File: src/hw/rtl/assert_macros.svh
// assert_macros.svh: concurrent assertion helpers shared by the RTL modules.
// No dependencies; simulation builds get the checks, synthesis builds get empty bodies.
`ifndef ASSERT_MACROS_SVH
`define ASSERT_MACROS_SVH
`ifndef SYNTHESIS
`define ASSERT_IMPL(lbl, clk, rst_n, ante, cons) \
    lbl: assert property (@(posedge clk) disable iff (!rst_n) (ante) |-> (cons)) \
        else $error("same-cycle check failed");
`define ASSERT_NEXT(lbl, clk, rst_n, ante, cons) \
    lbl: assert property (@(posedge clk) disable iff (!rst_n) (ante) |=> (cons)) \
        else $error("next-cycle check failed");
`else
`define ASSERT_IMPL(lbl, clk, rst_n, ante, cons)
`define ASSERT_NEXT(lbl, clk, rst_n, ante, cons)
`endif
`endif

File: src/hw/rtl/dlr_pkg.sv
// dlr_pkg: shared constants, codes and types of the DDA line rasterizer.
// No dependencies; used by every other RTL file except assert_macros.svh.
package dlr_pkg;

    localparam int DLR_COORD_BITS = 16;
    localparam int DLR_FRAC_BITS  = 16;

    localparam int DIM_W      = 13;
    localparam int COLOR_W    = 24;
    localparam int ADDR_W     = 2 * DIM_W;
    localparam int CFG_IDX_W  = 2;
    localparam int CFG_DATA_W = 24;

    localparam logic [DIM_W-1:0]   WIDTH_RST  = DIM_W'(512);
    localparam logic [DIM_W-1:0]   HEIGHT_RST = DIM_W'(512);
    localparam logic [COLOR_W-1:0] COLOR_RST  = '0;

    localparam logic MODE_LOAD = 1'b0;
    localparam logic MODE_STEP = 1'b1;

    typedef enum logic [CFG_IDX_W-1:0] {
        CFG_FRAME_WIDTH  = 2'd0,
        CFG_FRAME_HEIGHT = 2'd1,
        CFG_DRAW_COLOR   = 2'd2
    } t_cfg_index;

    typedef enum logic [2:0] {
        ST_IDLE,
        ST_DIV_X,
        ST_DIV_Y,
        ST_ROUND,
        ST_MULT,
        ST_ADDR,
        ST_OUT
    } t_dlr_state;

    typedef struct packed {
        logic in_valid;
        logic mode;
        logic steps_zero;
        logic line_active;
        logic div_busy;
        logic div_done;
        logic out_ready;
    } t_dlr_stat;

    typedef struct packed {
        logic in_ready;
        logic load;
        logic advance;
        logic idle_step;
        logic div_start;
        logic div_sel_y;
        logic round_en;
        logic mult_en;
        logic addr_en;
        logic out_valid;
    } t_dlr_ctrl;

endpackage

File: src/hw/rtl/dlr_in_if.sv
// dlr_in_if: input channel of the line rasterizer, valid/ready plus one line command.
// Depends on dlr_pkg for the default coordinate width.
interface dlr_in_if #(
    parameter int COORD_BITS = dlr_pkg::DLR_COORD_BITS
);
    logic                         valid;
    logic                         ready;
    logic                         mode;
    logic signed [COORD_BITS-1:0] start_x;
    logic signed [COORD_BITS-1:0] start_y;
    logic signed [COORD_BITS-1:0] end_x;
    logic signed [COORD_BITS-1:0] end_y;

    modport source (output valid, mode, start_x, start_y, end_x, end_y, input ready);
    modport sink (input valid, mode, start_x, start_y, end_x, end_y, output ready);
endinterface

File: src/hw/rtl/dlr_out_if.sv
// dlr_out_if: pixel channel of the line rasterizer, valid/ready plus one pixel record.
// Depends on dlr_pkg for widths.
interface dlr_out_if #(
    parameter int COORD_BITS = dlr_pkg::DLR_COORD_BITS
);
    logic                              valid;
    logic                              ready;
    logic                              valid_pixel;
    logic signed [COORD_BITS-1:0]      pixel_x;
    logic signed [COORD_BITS-1:0]      pixel_y;
    logic                              in_image;
    logic [dlr_pkg::ADDR_W-1:0]        pixel_address;
    logic [dlr_pkg::COLOR_W-1:0]       pixel_color;
    logic                              last_pixel;

    modport source (output valid, valid_pixel, pixel_x, pixel_y, in_image, pixel_address,
                    pixel_color, last_pixel, input ready);
    modport sink (input valid, valid_pixel, pixel_x, pixel_y, in_image, pixel_address,
                  pixel_color, last_pixel, output ready);
endinterface

File: src/hw/rtl/dlr_divider.sv
// dlr_divider: restoring unsigned divider, one quotient bit per cycle.
// Depends on dlr_pkg and assert_macros.svh; shared by both axis increments of a line load.
`include "assert_macros.svh"

module dlr_divider #(
    parameter int COORD_BITS = dlr_pkg::DLR_COORD_BITS,
    parameter int FRAC_BITS  = dlr_pkg::DLR_FRAC_BITS
) (
    input  logic                            i_clk,
    input  logic                            i_rst_n,
    input  logic                            i_start,
    input  logic [COORD_BITS+FRAC_BITS-1:0] i_dividend,
    input  logic [COORD_BITS-1:0]           i_divisor,
    output logic                            o_busy,
    output logic                            o_done,
    output logic [COORD_BITS+FRAC_BITS-1:0] o_quot
);
    localparam int DW    = COORD_BITS + FRAC_BITS;
    localparam int CNT_W = $clog2(DW);
    localparam logic [CNT_W-1:0] LAST = CNT_W'(DW - 1);

    logic                  r_busy;
    logic [CNT_W-1:0]      r_cnt;
    logic [DW-1:0]         r_quo;
    logic [DW-1:0]         n_quo;
    logic [COORD_BITS-1:0] r_rem;
    logic [COORD_BITS-1:0] n_rem;
    logic [COORD_BITS:0]   rem_sh;
    logic [COORD_BITS:0]   rem_sub;

    // shift in the next dividend bit, subtract when it fits
    always_comb begin
        rem_sh  = {r_rem, r_quo[DW-1]};
        rem_sub = rem_sh - {1'b0, i_divisor};
        n_quo   = {r_quo[DW-2:0], 1'b0};
        n_rem   = rem_sh[COORD_BITS-1:0];
        if (!rem_sub[COORD_BITS]) begin
            n_rem    = rem_sub[COORD_BITS-1:0];
            n_quo[0] = 1'b1;
        end
    end

    always_ff @(posedge i_clk) begin
        if (!i_rst_n) begin
            r_busy <= 1'b0;
            r_cnt  <= '0;
        end else if (i_start) begin
            r_busy <= 1'b1;
            r_cnt  <= '0;
        end else if (r_busy) begin
            r_cnt <= r_cnt + CNT_W'(1);
            if (r_cnt == LAST) begin
                r_busy <= 1'b0;
            end
        end
    end

    always_ff @(posedge i_clk) begin
        if (i_start) begin
            r_quo <= i_dividend;
            r_rem <= '0;
        end else if (r_busy) begin
            r_quo <= n_quo;
            r_rem <= n_rem;
        end
    end

    assign o_busy = r_busy;
    assign o_done = r_busy && (r_cnt == LAST);
    assign o_quot = n_quo;

    `ASSERT_IMPL(a_start_when_free, i_clk, i_rst_n, i_start, !r_busy)

endmodule

File: src/hw/rtl/dlr_seq.sv
// dlr_seq: sequencer of the line rasterizer (load, two divisions, pixel stages, hand-off).
// Depends on dlr_pkg and assert_macros.svh.
`include "assert_macros.svh"

module dlr_seq (
    input  logic               i_clk,
    input  logic               i_rst_n,
    input  dlr_pkg::t_dlr_stat i_stat,
    output dlr_pkg::t_dlr_ctrl o_ctrl
);
    dlr_pkg::t_dlr_state r_state;
    dlr_pkg::t_dlr_state n_state;

    always_ff @(posedge i_clk) begin
        if (!i_rst_n) begin
            r_state <= dlr_pkg::ST_IDLE;
        end else begin
            r_state <= n_state;
        end
    end

    always_comb begin
        n_state = r_state;
        case (r_state)
            dlr_pkg::ST_IDLE: begin
                if (i_stat.in_valid) begin
                    if (i_stat.mode == dlr_pkg::MODE_LOAD && !i_stat.steps_zero) begin
                        n_state = dlr_pkg::ST_DIV_X;
                    end else begin
                        n_state = dlr_pkg::ST_ROUND;
                    end
                end
            end
            dlr_pkg::ST_DIV_X: begin
                if (i_stat.div_done) begin
                    n_state = dlr_pkg::ST_DIV_Y;
                end
            end
            dlr_pkg::ST_DIV_Y: begin
                if (i_stat.div_done) begin
                    n_state = dlr_pkg::ST_ROUND;
                end
            end
            dlr_pkg::ST_ROUND: n_state = dlr_pkg::ST_MULT;
            dlr_pkg::ST_MULT:  n_state = dlr_pkg::ST_ADDR;
            dlr_pkg::ST_ADDR:  n_state = dlr_pkg::ST_OUT;
            dlr_pkg::ST_OUT: begin
                if (i_stat.out_ready) begin
                    n_state = dlr_pkg::ST_IDLE;
                end
            end
            default: n_state = dlr_pkg::ST_IDLE;
        endcase
    end

    always_comb begin
        o_ctrl = '0;
        case (r_state)
            dlr_pkg::ST_IDLE: begin
                o_ctrl.in_ready = 1'b1;
                if (i_stat.in_valid) begin
                    if (i_stat.mode == dlr_pkg::MODE_LOAD) begin
                        o_ctrl.load = 1'b1;
                    end else if (i_stat.line_active) begin
                        o_ctrl.advance = 1'b1;
                    end else begin
                        o_ctrl.idle_step = 1'b1;
                    end
                end
            end
            dlr_pkg::ST_DIV_X: begin
                o_ctrl.div_start = !i_stat.div_busy;
            end
            dlr_pkg::ST_DIV_Y: begin
                o_ctrl.div_start = !i_stat.div_busy;
                o_ctrl.div_sel_y = 1'b1;
            end
            dlr_pkg::ST_ROUND: o_ctrl.round_en  = 1'b1;
            dlr_pkg::ST_MULT:  o_ctrl.mult_en   = 1'b1;
            dlr_pkg::ST_ADDR:  o_ctrl.addr_en   = 1'b1;
            dlr_pkg::ST_OUT:   o_ctrl.out_valid = 1'b1;
            default: ;
        endcase
    end

    `ASSERT_NEXT(a_load_divides, i_clk, i_rst_n, r_state == dlr_pkg::ST_IDLE && i_stat.in_valid && i_stat.mode == dlr_pkg::MODE_LOAD && !i_stat.steps_zero, r_state == dlr_pkg::ST_DIV_X)

endmodule

File: src/hw/rtl/dlr_pixel.sv
// dlr_pixel: rounding, bounds check and byte address of one pixel over three stages.
// Depends on dlr_pkg; driven by the dlr_seq enables.
module dlr_pixel #(
    parameter int COORD_BITS = dlr_pkg::DLR_COORD_BITS,
    parameter int FRAC_BITS  = dlr_pkg::DLR_FRAC_BITS
) (
    input  logic                                  i_clk,
    input  dlr_pkg::t_dlr_ctrl                    i_ctrl,
    input  logic [COORD_BITS+FRAC_BITS+1:0]       i_acc_x,
    input  logic [COORD_BITS+FRAC_BITS+1:0]       i_acc_y,
    input  logic [dlr_pkg::DIM_W-1:0]             i_width,
    input  logic [dlr_pkg::DIM_W-1:0]             i_height,
    input  logic [dlr_pkg::COLOR_W-1:0]           i_color,
    input  logic                                  i_valid_px,
    input  logic                                  i_last,
    output logic                                  o_valid_pixel,
    output logic [COORD_BITS-1:0]                 o_pixel_x,
    output logic [COORD_BITS-1:0]                 o_pixel_y,
    output logic                                  o_in_image,
    output logic [dlr_pkg::ADDR_W-1:0]            o_pixel_address,
    output logic [dlr_pkg::COLOR_W-1:0]           o_pixel_color,
    output logic                                  o_last_pixel
);
    localparam int ACC_W = COORD_BITS + FRAC_BITS + 2;
    localparam int PX_W  = COORD_BITS + 2;
    localparam int DIM_W = dlr_pkg::DIM_W;
    localparam int ADDR_W = dlr_pkg::ADDR_W;
    localparam logic [ACC_W-1:0] HALF = ACC_W'(1) << (FRAC_BITS - 1);

    logic [ACC_W-1:0]        biased_x;
    logic [ACC_W-1:0]        biased_y;
    logic [PX_W-1:0]         rnd_x;
    logic [PX_W-1:0]         rnd_y;
    logic [PX_W-1:0]         r_px;
    logic [PX_W-1:0]         r_py;
    logic [PX_W+DIM_W-1:0]   px_wide;
    logic [PX_W+DIM_W-1:0]   py_wide;
    logic                    in_bounds;
    logic                    r_inside;
    logic [ADDR_W-1:0]       r_prod;
    logic [ADDR_W-1:0]       sum;
    logic [ADDR_W-1:0]       addr;

    logic                    r_valid_pixel;
    logic [COORD_BITS-1:0]   r_pixel_x;
    logic [COORD_BITS-1:0]   r_pixel_y;
    logic                    r_in_image;
    logic [ADDR_W-1:0]       r_pixel_address;
    logic [dlr_pkg::COLOR_W-1:0] r_pixel_color;
    logic                    r_last_pixel;

    // floor of (acc + half) >> FRAC_BITS, then bump negatives with a remainder toward zero
    always_comb begin
        biased_x = i_acc_x + HALF;
        biased_y = i_acc_y + HALF;
        rnd_x = biased_x[ACC_W-1:FRAC_BITS]
              + PX_W'(biased_x[ACC_W-1] && (biased_x[FRAC_BITS-1:0] != '0));
        rnd_y = biased_y[ACC_W-1:FRAC_BITS]
              + PX_W'(biased_y[ACC_W-1] && (biased_y[FRAC_BITS-1:0] != '0));
    end

    always_comb begin
        px_wide = {{DIM_W{1'b0}}, r_px};
        py_wide = {{DIM_W{1'b0}}, r_py};
        in_bounds = !r_px[PX_W-1] && !r_py[PX_W-1]
                 && (px_wide < {{PX_W{1'b0}}, i_width})
                 && (py_wide < {{PX_W{1'b0}}, i_height});
        sum     = r_prod + {{(ADDR_W-DIM_W){1'b0}}, px_wide[DIM_W-1:0]};
        addr    = sum + {sum[ADDR_W-2:0], 1'b0};
    end

    always_ff @(posedge i_clk) begin
        if (i_ctrl.round_en) begin
            r_px <= rnd_x;
            r_py <= rnd_y;
        end
        if (i_ctrl.mult_en) begin
            r_inside <= in_bounds;
            r_prod   <= ADDR_W'(py_wide[DIM_W-1:0]) * ADDR_W'(i_width);
        end
        if (i_ctrl.addr_en) begin
            r_valid_pixel   <= i_valid_px;
            r_pixel_x       <= i_valid_px ? r_px[COORD_BITS-1:0] : '0;
            r_pixel_y       <= i_valid_px ? r_py[COORD_BITS-1:0] : '0;
            r_in_image      <= i_valid_px && r_inside;
            r_pixel_address <= (i_valid_px && r_inside) ? addr : '0;
            r_pixel_color   <= i_valid_px ? i_color : '0;
            r_last_pixel    <= i_valid_px && i_last;
        end
    end

    assign o_valid_pixel   = r_valid_pixel;
    assign o_pixel_x       = r_pixel_x;
    assign o_pixel_y       = r_pixel_y;
    assign o_in_image      = r_in_image;
    assign o_pixel_address = r_pixel_address;
    assign o_pixel_color   = r_pixel_color;
    assign o_last_pixel    = r_last_pixel;

endmodule

File: src/hw/rtl/dda_line_rasterizer_unit.sv
// dda_line_rasterizer_unit: top level of the DDA line rasterizer.
// Depends on dlr_pkg, dlr_in_if, dlr_out_if, dlr_divider, dlr_seq, dlr_pixel, assert_macros.svh.
//
//  port          dir   kind          carries
//  i_in          in    valid/ready   mode, start_x, start_y, end_x, end_y
//  o_out         out   valid/ready   valid_pixel, pixel_x/y, in_image, address, color, last
//  i_cfg_*       in    write only    frame width, frame height, pixel color
//
// One transaction at a time: i_in.ready is high only while the block is idle.
// A step passes the round, multiply and address states to a valid pixel; after hand-off the block
// returns to idle and takes the next one. A load of a line with a nonzero step count first adds
// two divisions on the shared divider, one for each axis increment.
// A pixel held on o_out stalls the block until o_out.ready; reset is synchronous, active low.
`include "assert_macros.svh"

module dda_line_rasterizer_unit #(
    parameter int COORD_BITS = dlr_pkg::DLR_COORD_BITS,
    parameter int FRAC_BITS  = dlr_pkg::DLR_FRAC_BITS
) (
    input  logic                              i_clk,
    input  logic                              i_rst_n,
    input  logic                              i_cfg_we,
    input  logic [dlr_pkg::CFG_IDX_W-1:0]     i_cfg_index,
    input  logic [dlr_pkg::CFG_DATA_W-1:0]    i_cfg_data,
    dlr_in_if.sink                            i_in,
    dlr_out_if.source                         o_out
);
    localparam int ACC_W = COORD_BITS + FRAC_BITS + 2;
    localparam int INC_W = FRAC_BITS + 2;
    localparam int DW    = COORD_BITS + FRAC_BITS;
    localparam int DIM_W = dlr_pkg::DIM_W;

    logic [DIM_W-1:0]            r_width;
    logic [DIM_W-1:0]            r_height;
    logic [dlr_pkg::COLOR_W-1:0] r_color;

    logic [ACC_W-1:0]      r_acc_x;
    logic [ACC_W-1:0]      r_acc_y;
    logic [INC_W-1:0]      r_inc_x;
    logic [INC_W-1:0]      r_inc_y;
    logic [COORD_BITS-1:0] r_steps_left;
    logic                  r_line_active;
    logic                  r_last;
    logic                  r_valid_px;
    logic [COORD_BITS-1:0] r_abs_dx;
    logic [COORD_BITS-1:0] r_abs_dy;
    logic                  r_neg_x;
    logic                  r_neg_y;
    logic [COORD_BITS-1:0] r_steps;

    logic [COORD_BITS:0]   dx;
    logic [COORD_BITS:0]   dy;
    logic [COORD_BITS:0]   mag_x;
    logic [COORD_BITS:0]   mag_y;
    logic [COORD_BITS-1:0] steps;
    logic                  steps_zero;
    logic [ACC_W-1:0]      start_acc_x;
    logic [ACC_W-1:0]      start_acc_y;

    logic [DW-1:0]         div_dividend;
    logic                  div_busy;
    logic                  div_done;
    logic [DW-1:0]         div_quot;
    logic [INC_W-1:0]      quot_inc;
    logic [INC_W-1:0]      new_inc;

    dlr_pkg::t_dlr_stat    stat;
    dlr_pkg::t_dlr_ctrl    ctrl;

    always_ff @(posedge i_clk) begin
        if (!i_rst_n) begin
            r_width  <= dlr_pkg::WIDTH_RST;
            r_height <= dlr_pkg::HEIGHT_RST;
            r_color  <= dlr_pkg::COLOR_RST;
        end else if (i_cfg_we) begin
            case (dlr_pkg::t_cfg_index'(i_cfg_index))
                dlr_pkg::CFG_FRAME_WIDTH:  r_width  <= i_cfg_data[DIM_W-1:0];
                dlr_pkg::CFG_FRAME_HEIGHT: r_height <= i_cfg_data[DIM_W-1:0];
                dlr_pkg::CFG_DRAW_COLOR:   r_color  <= i_cfg_data[dlr_pkg::COLOR_W-1:0];
                default: ;
            endcase
        end
    end

    // deltas, magnitudes and the step count of a new line
    always_comb begin
        dx    = {i_in.end_x[COORD_BITS-1], i_in.end_x}
              - {i_in.start_x[COORD_BITS-1], i_in.start_x};
        dy    = {i_in.end_y[COORD_BITS-1], i_in.end_y}
              - {i_in.start_y[COORD_BITS-1], i_in.start_y};
        mag_x = dx[COORD_BITS] ? -dx : dx;
        mag_y = dy[COORD_BITS] ? -dy : dy;
        steps = (mag_x[COORD_BITS-1:0] > mag_y[COORD_BITS-1:0])
              ? mag_x[COORD_BITS-1:0] : mag_y[COORD_BITS-1:0];
        steps_zero  = (steps == '0);
        start_acc_x = {{2{i_in.start_x[COORD_BITS-1]}}, i_in.start_x, {FRAC_BITS{1'b0}}};
        start_acc_y = {{2{i_in.start_y[COORD_BITS-1]}}, i_in.start_y, {FRAC_BITS{1'b0}}};
    end

    always_comb begin
        div_dividend = {ctrl.div_sel_y ? r_abs_dy : r_abs_dx, {FRAC_BITS{1'b0}}};
        quot_inc     = div_quot[INC_W-1:0];
        new_inc      = (ctrl.div_sel_y ? r_neg_y : r_neg_x) ? -quot_inc : quot_inc;
    end

    dlr_divider #(
        .COORD_BITS (COORD_BITS),
        .FRAC_BITS  (FRAC_BITS)
    ) u_divider (
        .i_clk      (i_clk),
        .i_rst_n    (i_rst_n),
        .i_start    (ctrl.div_start),
        .i_dividend (div_dividend),
        .i_divisor  (r_steps),
        .o_busy     (div_busy),
        .o_done     (div_done),
        .o_quot     (div_quot)
    );

    always_comb begin
        stat.in_valid    = i_in.valid;
        stat.mode        = i_in.mode;
        stat.steps_zero  = steps_zero;
        stat.line_active = r_line_active;
        stat.div_busy    = div_busy;
        stat.div_done    = div_done;
        stat.out_ready   = o_out.ready;
    end

    dlr_seq u_seq (
        .i_clk   (i_clk),
        .i_rst_n (i_rst_n),
        .i_stat  (stat),
        .o_ctrl  (ctrl)
    );

    // line control state
    always_ff @(posedge i_clk) begin
        if (!i_rst_n) begin
            r_line_active <= 1'b0;
            r_steps_left  <= '0;
            r_last        <= 1'b0;
            r_valid_px    <= 1'b0;
        end else if (ctrl.load) begin
            r_line_active <= !steps_zero;
            r_steps_left  <= steps;
            r_last        <= steps_zero;
            r_valid_px    <= 1'b1;
        end else if (ctrl.advance) begin
            r_line_active <= (r_steps_left != COORD_BITS'(1));
            r_steps_left  <= r_steps_left - COORD_BITS'(1);
            r_last        <= (r_steps_left == COORD_BITS'(1));
            r_valid_px    <= 1'b1;
        end else if (ctrl.idle_step) begin
            r_last     <= 1'b0;
            r_valid_px <= 1'b0;
        end
    end

    // position accumulators and increments
    always_ff @(posedge i_clk) begin
        if (ctrl.load) begin
            r_acc_x  <= start_acc_x;
            r_acc_y  <= start_acc_y;
            r_abs_dx <= mag_x[COORD_BITS-1:0];
            r_abs_dy <= mag_y[COORD_BITS-1:0];
            r_neg_x  <= dx[COORD_BITS];
            r_neg_y  <= dy[COORD_BITS];
            r_steps  <= steps;
            r_inc_x  <= '0;
            r_inc_y  <= '0;
        end else if (ctrl.advance) begin
            r_acc_x <= r_acc_x + {{(ACC_W-INC_W){r_inc_x[INC_W-1]}}, r_inc_x};
            r_acc_y <= r_acc_y + {{(ACC_W-INC_W){r_inc_y[INC_W-1]}}, r_inc_y};
        end
        if (div_done && !ctrl.div_sel_y) begin
            r_inc_x <= new_inc;
        end
        if (div_done && ctrl.div_sel_y) begin
            r_inc_y <= new_inc;
        end
    end

    dlr_pixel #(
        .COORD_BITS (COORD_BITS),
        .FRAC_BITS  (FRAC_BITS)
    ) u_pixel (
        .i_clk           (i_clk),
        .i_ctrl          (ctrl),
        .i_acc_x         (r_acc_x),
        .i_acc_y         (r_acc_y),
        .i_width         (r_width),
        .i_height        (r_height),
        .i_color         (r_color),
        .i_valid_px      (r_valid_px),
        .i_last          (r_last),
        .o_valid_pixel   (o_out.valid_pixel),
        .o_pixel_x       (o_out.pixel_x),
        .o_pixel_y       (o_out.pixel_y),
        .o_in_image      (o_out.in_image),
        .o_pixel_address (o_out.pixel_address),
        .o_pixel_color   (o_out.pixel_color),
        .o_last_pixel    (o_out.last_pixel)
    );

    assign i_in.ready  = ctrl.in_ready;
    assign o_out.valid = ctrl.out_valid;

    `ASSERT_IMPL(a_active_has_steps, i_clk, i_rst_n, r_line_active, r_steps_left != '0)
    `ASSERT_IMPL(a_no_accept_on_hold, i_clk, i_rst_n, ctrl.out_valid, !ctrl.in_ready && !div_busy)

endmodule
File: src/flat_wrapper.sv
// flat-port wrapper written by rule: the top's interface ports become plain ports
module dda_line_rasterizer_unit_flat 
#(
    parameter int COORD_BITS = dlr_pkg::DLR_COORD_BITS,
    parameter int FRAC_BITS  = dlr_pkg::DLR_FRAC_BITS
)
  (i_clk, i_rst_n, i_cfg_we, i_cfg_index, i_cfg_data, i_in_valid, i_in_mode, i_in_start_x, i_in_start_y, i_in_end_x, i_in_end_y, i_in_ready, o_out_valid, o_out_valid_pixel, o_out_pixel_x, o_out_pixel_y, o_out_in_image, o_out_pixel_address, o_out_pixel_color, o_out_last_pixel, o_out_ready);
  dlr_in_if #(.COORD_BITS(COORD_BITS)) i_in_i ();
  dlr_out_if #(.COORD_BITS(COORD_BITS)) o_out_i ();
  input  logic i_clk;
  input  logic i_rst_n;
  input  logic i_cfg_we;
  input  logic [dlr_pkg::CFG_IDX_W-1:0] i_cfg_index;
  input  logic [dlr_pkg::CFG_DATA_W-1:0] i_cfg_data;
  input wire logic [$bits(i_in_i.valid)-1:0] i_in_valid;
  input wire logic [$bits(i_in_i.mode)-1:0] i_in_mode;
  input wire logic [$bits(i_in_i.start_x)-1:0] i_in_start_x;
  input wire logic [$bits(i_in_i.start_y)-1:0] i_in_start_y;
  input wire logic [$bits(i_in_i.end_x)-1:0] i_in_end_x;
  input wire logic [$bits(i_in_i.end_y)-1:0] i_in_end_y;
  output wire logic [$bits(i_in_i.ready)-1:0] i_in_ready;
  output wire logic [$bits(o_out_i.valid)-1:0] o_out_valid;
  output wire logic [$bits(o_out_i.valid_pixel)-1:0] o_out_valid_pixel;
  output wire logic [$bits(o_out_i.pixel_x)-1:0] o_out_pixel_x;
  output wire logic [$bits(o_out_i.pixel_y)-1:0] o_out_pixel_y;
  output wire logic [$bits(o_out_i.in_image)-1:0] o_out_in_image;
  output wire logic [$bits(o_out_i.pixel_address)-1:0] o_out_pixel_address;
  output wire logic [$bits(o_out_i.pixel_color)-1:0] o_out_pixel_color;
  output wire logic [$bits(o_out_i.last_pixel)-1:0] o_out_last_pixel;
  input wire logic [$bits(o_out_i.ready)-1:0] o_out_ready;
  assign i_in_i.valid = i_in_valid;
  assign i_in_i.mode = i_in_mode;
  assign i_in_i.start_x = i_in_start_x;
  assign i_in_i.start_y = i_in_start_y;
  assign i_in_i.end_x = i_in_end_x;
  assign i_in_i.end_y = i_in_end_y;
  assign i_in_ready = i_in_i.ready;
  assign o_out_valid = o_out_i.valid;
  assign o_out_valid_pixel = o_out_i.valid_pixel;
  assign o_out_pixel_x = o_out_i.pixel_x;
  assign o_out_pixel_y = o_out_i.pixel_y;
  assign o_out_in_image = o_out_i.in_image;
  assign o_out_pixel_address = o_out_i.pixel_address;
  assign o_out_pixel_color = o_out_i.pixel_color;
  assign o_out_last_pixel = o_out_i.last_pixel;
  assign o_out_i.ready = o_out_ready;
  dda_line_rasterizer_unit #(.COORD_BITS(COORD_BITS), .FRAC_BITS(FRAC_BITS)) u_core (.i_clk(i_clk), .i_rst_n(i_rst_n), .i_cfg_we(i_cfg_we), .i_cfg_index(i_cfg_index), .i_cfg_data(i_cfg_data), .i_in(i_in_i), .o_out(o_out_i));
endmodule
File: config.mk
export PLATFORM = sky130hd
export DESIGN_NAME = dda_line_rasterizer_unit_flat
export DESIGN_NICKNAME = d
export VERILOG_FILES = /design/src/hw/rtl/dlr_pkg.sv /design/src/hw/rtl/dlr_in_if.sv /design/src/hw/rtl/dlr_out_if.sv /design/src/hw/rtl/dlr_divider.sv /design/src/hw/rtl/dlr_seq.sv /design/src/hw/rtl/dlr_pixel.sv /design/src/hw/rtl/dda_line_rasterizer_unit.sv /design/src/flat_wrapper.sv
export VERILOG_INCLUDE_DIRS = /design/src /design/src/hw/rtl
export SDC_FILE = /design/constraint.sdc
export NUM_CORES = 2
export LEC_CHECK = 0
export ABC_AREA = 0
export BUFFER_PORTS_ARGS = -buffer_cell sky130_fd_sc_hd__clkbuf_2
export CORE_MARGIN = 4
export CORE_UTILIZATION = 51
export DETAILED_ROUTE_END_ITERATION = 10
export PLACE_DENSITY = 0.74
export SLEW_MARGIN = 10
export SYNTH_ARGS = -nofsm -noshare
export SYNTH_HDL_FRONTEND = slang
export SYNTH_HIERARCHICAL = 1
export SYNTH_SLANG_ARGS = --single-unit
File: constraint.sdc
create_clock -name i_clk -period 20.4 [get_ports i_clk]
set_input_delay 4.08 -clock i_clk [delete_from_list [all_inputs] [get_ports i_clk]]
set_output_delay 4.08 -clock i_clk [all_outputs]
set_load 0.02 [all_outputs]
* Yosys cells after proc, flatten, opt, wreduce, memory -nomap -nowiden
Index checks and enable logic that the tools add are counted.
** Cells by class
- $add $sub $neg :: 16
- Multipliers :: 1
- Order comparisons :: 3
- Equal/unequal tests :: 15
- Muxes and demuxes :: 47
- Bitwise gates (word level) :: 2
- Reduce and logical (&&, ||, !) cells :: 32
** Operators by type and width (count)
- two-way mux 34 bit :: 4
- two-way mux 16 bit :: 7
- two-way mux 18 bit :: 4
- adder 34 x 16 -> 34 bit, second input constant :: 2
- adder 34 bit :: 2
- two-way mux 32 bit :: 2
- adder 18 x 1 -> 18 bit :: 2
- < comparator 18 x 13 -> 1 bit :: 2
- subtractor 16 x 16 -> 17 bit :: 2
- negator 16 bit :: 2
- nonzero test 16 bit :: 2
- adder 26 x 13 -> 26 bit :: 1
- adder 26 bit :: 1
- multiplier 13 x 13 -> 26 bit :: 1
- two-way mux 1 bit :: 21
- case mux 3 bit (7 select lines) :: 1
- negator 18 bit :: 1
- subtractor 17 x 16 -> 17 bit :: 1
- == test 16 x 1 -> 1 bit, second input constant :: 1
- greater-than comparator 16 bit :: 1
- zero test 16 bit :: 1
- inequality test 16 x 1 -> 1 bit, second input constant :: 1
- subtractor 16 x 1 -> 16 bit, second input constant :: 1
- two-way mux 3 bit :: 5
- 21 further kinds :: 48
** Word-level totals
- Register bits :: 428
- Input bits :: 96
- Logic and storage cells :: 151

* Longest topological paths before layout
- Depth after elaboration :: 11
- Gate-level depth with buffers :: 28
- Depth with buffers taken out :: 27

* By module
The synthesis kept the hierarchy.
** Modules (own cells, without submodules)
- dda_line_rasterizer_unit :: instances 1, cells an instance 1696, area an instance 15137.0 sq um, sequential area each 5685.5 sq um
- dlr_pixel :: instances 1, cells an instance 1541, area an instance 14971.9 sq um, sequential area each 4444.3 sq um
- dlr_divider :: instances 1, cells an instance 333, area an instance 3390.8 sq um, sequential area each 1401.3 sq um
- dlr_seq :: instances 1, cells an instance 35, area an instance 301.5 sq um, sequential area each 60.1 sq um

* Worst setup path after synthesis
OpenSTA, ideal clock, no wires.
- Path kind :: in2reg
- Start point :: in i_in_end_x[0]
- End point :: reg u_core.u_seq.r_state[1]
- Data arrival time :: 9.228 ns
- Data required time :: 20.340 ns
- Setup slack :: 11.112 ns
- Stages on the path :: 24
- Path buffers :: 2
- Cell sequence :: inv_1 ha_1 fa_1 nand2b_2 a21oi_2 o311ai_2 and4b_1 or4_1 buf_2 o41ai_1 xor2_1 ha_1 nand4_1 nor4_1 nand2_1 a41o_1 dlygate4sd1_1 o2111a_1 nor4_2 nand4_1 nor4_2 nor3_1 a21oi_1 o2111a_1
** On the way
- Word-level cells in the longest chain between the ends :: 11
** RTL lines
- start, declared :: RTL line flat_wrapper.sv:19 : input wire logic [$bits(i_in_i.end_x)-1:0] i_in_end_x;
- subtractor 16 x 16 -> 17 bit (*) :: RTL line dda_line_rasterizer_unit.sv:88 : - {i_in.start_x[COORD_BITS-1], i_in.start_x};
- negator 16 bit :: RTL line dda_line_rasterizer_unit.sv:91 : mag_x = dx[COORD_BITS] ? -dx : dx;
- two-way mux 16 bit (*) :: RTL line dda_line_rasterizer_unit.sv:91
- net u_core.mag_x[12] :: RTL line dda_line_rasterizer_unit.sv:53 : logic [COORD_BITS:0] mag_x;
- greater-than comparator 16 bit :: RTL line dda_line_rasterizer_unit.sv:93 : steps = (mag_x[COORD_BITS-1:0] > mag_y[COORD_BITS-1:0])
- two-way mux 16 bit (*) :: RTL line dda_line_rasterizer_unit.sv:94 : ? mag_x[COORD_BITS-1:0] : mag_y[COORD_BITS-1:0];
- zero test 16 bit (*) :: RTL line dda_line_rasterizer_unit.sv:95 : steps_zero = (steps == '0);
- net u_core.steps_zero :: RTL line dda_line_rasterizer_unit.sv:56 : logic steps_zero;
- zero test 1 bit (*) :: RTL line dlr_seq.sv:27 : if (i_stat.mode == dlr_pkg::MODE_LOAD && !i_stat.steps_zero) begin
- logical AND 1 bit (*) :: RTL line dlr_seq.sv:27
- two-way mux 2 bit (*) :: RTL line dlr_seq.sv:27
- two-way mux 3 bit (*) :: RTL line dlr_seq.sv:26 : if (i_stat.in_valid) begin
- case mux 3 bit (7 select lines) (*) :: RTL line dlr_seq.sv:24 : case (r_state)
- end signal, assigned :: RTL line dlr_seq.sv:16 : r_state <= dlr_pkg::ST_IDLE;
- end signal, assigned :: RTL line dlr_seq.sv:18 : r_state <= n_state;
- end, declared :: RTL line dlr_seq.sv:11 : dlr_pkg::t_dlr_state r_state;
Mark *: on every way through the listed nets, which the timed path passes. The rest lies on a longest branch. The select of a mux whose other input is x is not followed.
A chain may end at the register's enable or synchronous reset.

* Final worst setup path
- Start point :: in i_in_start_x[0]
- End point :: reg u_core.u_seq.r_state[1]
** On the way
- Word-level cells in the longest chain between the ends :: 11
** RTL lines
- start, declared :: RTL line flat_wrapper.sv:17 : input wire logic [$bits(i_in_i.start_x)-1:0] i_in_start_x;
- subtractor 16 x 16 -> 17 bit (*) :: RTL line dda_line_rasterizer_unit.sv:88
- negator 16 bit :: RTL line dda_line_rasterizer_unit.sv:91
- two-way mux 16 bit (*) :: RTL line dda_line_rasterizer_unit.sv:91
- net u_core.mag_x[13] :: RTL line dda_line_rasterizer_unit.sv:53
- greater-than comparator 16 bit :: RTL line dda_line_rasterizer_unit.sv:93
- two-way mux 16 bit (*) :: RTL line dda_line_rasterizer_unit.sv:94
- zero test 16 bit (*) :: RTL line dda_line_rasterizer_unit.sv:95
- net u_core.steps_zero :: RTL line dda_line_rasterizer_unit.sv:56
- zero test 1 bit (*) :: RTL line dlr_seq.sv:27
- logical AND 1 bit (*) :: RTL line dlr_seq.sv:27
- two-way mux 2 bit (*) :: RTL line dlr_seq.sv:27
- two-way mux 3 bit (*) :: RTL line dlr_seq.sv:26
- case mux 3 bit (7 select lines) (*) :: RTL line dlr_seq.sv:24
Marked as above.

==> flow_summary.ini <==
[global_routing]
antenna_found_initial = 1
grt_max_degree = 68
grt_pass1_vias = 25600
track_usage = 0.2334
overflow = 0
grt_pass1_wl_um = 133500

[power]
combPwrFrac = 0.339
p_seq_frac = 0.376
p_sw_frac = 0.3516
leakage_nw = 15.30
powerDensity_nw_per_um2 = 82.89
fin_total_pwr_mw = 3.045
p_int_mw = 1.975
vdd_drop_max_uv = 75.78
p_sw_mw = 1.071
pwr-share-clk = 0.285

[detailed_routing]
vias_per_cell = 5.711
ant_nets = 0
vias = 26290
drt-initial-drc-count = 1865
avgRoutedWirePerCell_um = 18.23
drc = 0
drt_pass1_iterations = 5
wl_um = 83930

[layout]
mostFrequentLayoutCell = inv_1
num-fill-cells = 5662
area_growth_pct = 9.031
antenna_cells = 0
layout_common_cells = inv_1, nand2_1, edfxtp_1, ha_1, nor2_1
drive_gt1_frac = 0.1059
layout.nets = 4212

[clocking]
cts_tree = built
cts_sinks = 428
clock_latency_ns = 0.59
cts_resized = 0
cts_max_path_buffers = 3
hold_buffers = 0
path_clk_slew_ns = 0.06
cts_root_buf = clkbuf_16
cts_buffers = 48
cts-htree-levels = 2
postCtsSetupBuffers = 0

[hold_path]
hold_path_class = reg -> reg

[setup_path]
crit_type = in -> reg
slowest_stage = or4_1
path_common_cell = nor4_2
crit_fanout = 24
critical_path.max_stage_delay_ns = 0.69
cp_data_arrival_time_ns = 10.79
endpoint_kind = flip-flop
start_kind = input pin
cp.required_ns = 20.93

[synth]
syn_area_per_cell_um2 = 9.383
yosys_warnings = 6
synth.cell_area_um2 = 33700
postSynthCellCount = 3591

[floorplanning]
ioPinCount = 183
die_w_um = 265.0
coreArea_um2 = 64930
rows = 93
die_area_um2 = 70250
start_util = 0.5190
die_h_um = 265.0

[timing]
slew_headroom = 0.2975
whs_ns = 0.4488
fin_tns_setup_ns = 0
setup-violations-final = 0
rsz0062_at_grt = no
min_period_ns = 10.26
clock_skew_ns = 0.02531
fmax_mhz = 97.49
maxSlewViolCount = 0
fin_crit_sh = 0.5028
worstMarginPinSlew_ns = 1.051
timing_hold_violations_final = 0

[run]
drv_cap = 0

[place]
port_buffers = 182
dpl.hpwl_um = 63880
globalplace.congestion = 0.9105

[run_status]
status = complete, no violations
-- cell type report --
class / instances / area (um^2) / area share
multi-input cells: 2680 / 20130 / 0.5479
clock inverters: 17 / 206.4 / 0.005619
flip-flops and latches: 428 / 11590 / 0.3155
well taps: 855 / 1070 / 0.02912
inverters: 355 / 1335 / 0.03634
clock buffers: 68 / 1359 / 0.03699
repair buffers: 200 / 1046 / 0.02847
-- sequential cells by signal (all words and copies together) (netlist names), 18 cells and up --
register / cells
u_core/r_acc_x: 34
u_core/r_acc_y: 34
u_core/u_divider/r_quo: 32
u_core/u_pixel/o_pixel_address: 26
u_core/u_pixel/r_prod: 26
u_core/r_color: 24
u_core/u_pixel/o_pixel_color: 24
u_core/r_inc_x: 18
u_core/r_inc_y: 18
u_core/u_pixel/r_px: 18
u_core/u_pixel/r_py: 18
-- worst max-delay path, delay by kind of cell --
kind	cells	cell delay, ns
AOI/OAI and AO/OA	6	1.36
xor gates and xnor gates	1	0.39
adders and majority gates	3	0.91
buffers and inverters	2	0.41
and+or+nand+nor	13	3.64
-- per-layer routing --
| metal | part of all wire | global-route usage | up-vias |
|---|---|---|---|
| li1 | - | - | 12790 |
| met1 | 0.41 | 0.2927 | 12550 |
| met2 | 0.49 | 0.4063 | 747 |
| met3 | 0.052 | 0.02904 | 202 |
| met4 | 0.046 | 0.1028 | 2 |
| met5 | 0.00015 | 0 | - |
-- metrics by stage --
step           cell area (um^2)  cells  utilization  setup slack [ns]
6_report                  36740   4603       0.5658             10.14
5_1_grt                   36740   4603       0.5658             9.711
4_1_cts                   36740   4603       0.5658             10.27
3_5_place_dp              35170   4518       0.5417             9.679
3_3_place_gp              35170   4518       0.5417             9.868
2_1_floorplan             33750   3606            -             11.11
-- power by group through the flow --
stage	clock network [mW]	logic (mW)	registers [mW]
after global routing	0.923	1.14	1.15
after detailed placement	0	1.02	1.16
after global placement	0	1.01	1.16
after CTS	0.888	1.03	1.14
final	0.869	1.03	1.14
after floorplan	0	0.815	1.12
-- worst paths after layout --
path	startpoint	end	slack, ns	cells past startpoint
setup / recovery	i_in_start_x[0]	u_core/u_seq/r_state[1]	10.14	25
hold / removal	u_core/r_color[10]	u_core/r_color[10]	0.45	2
setup reg to reg	u_core/u_pixel/r_py[1]	u_core/u_pixel/r_prod[22]	14.21	18
hold reg to reg	u_core/r_color[10]	u_core/r_color[10]	0.45	2
(Power assumes the default switching activity.)
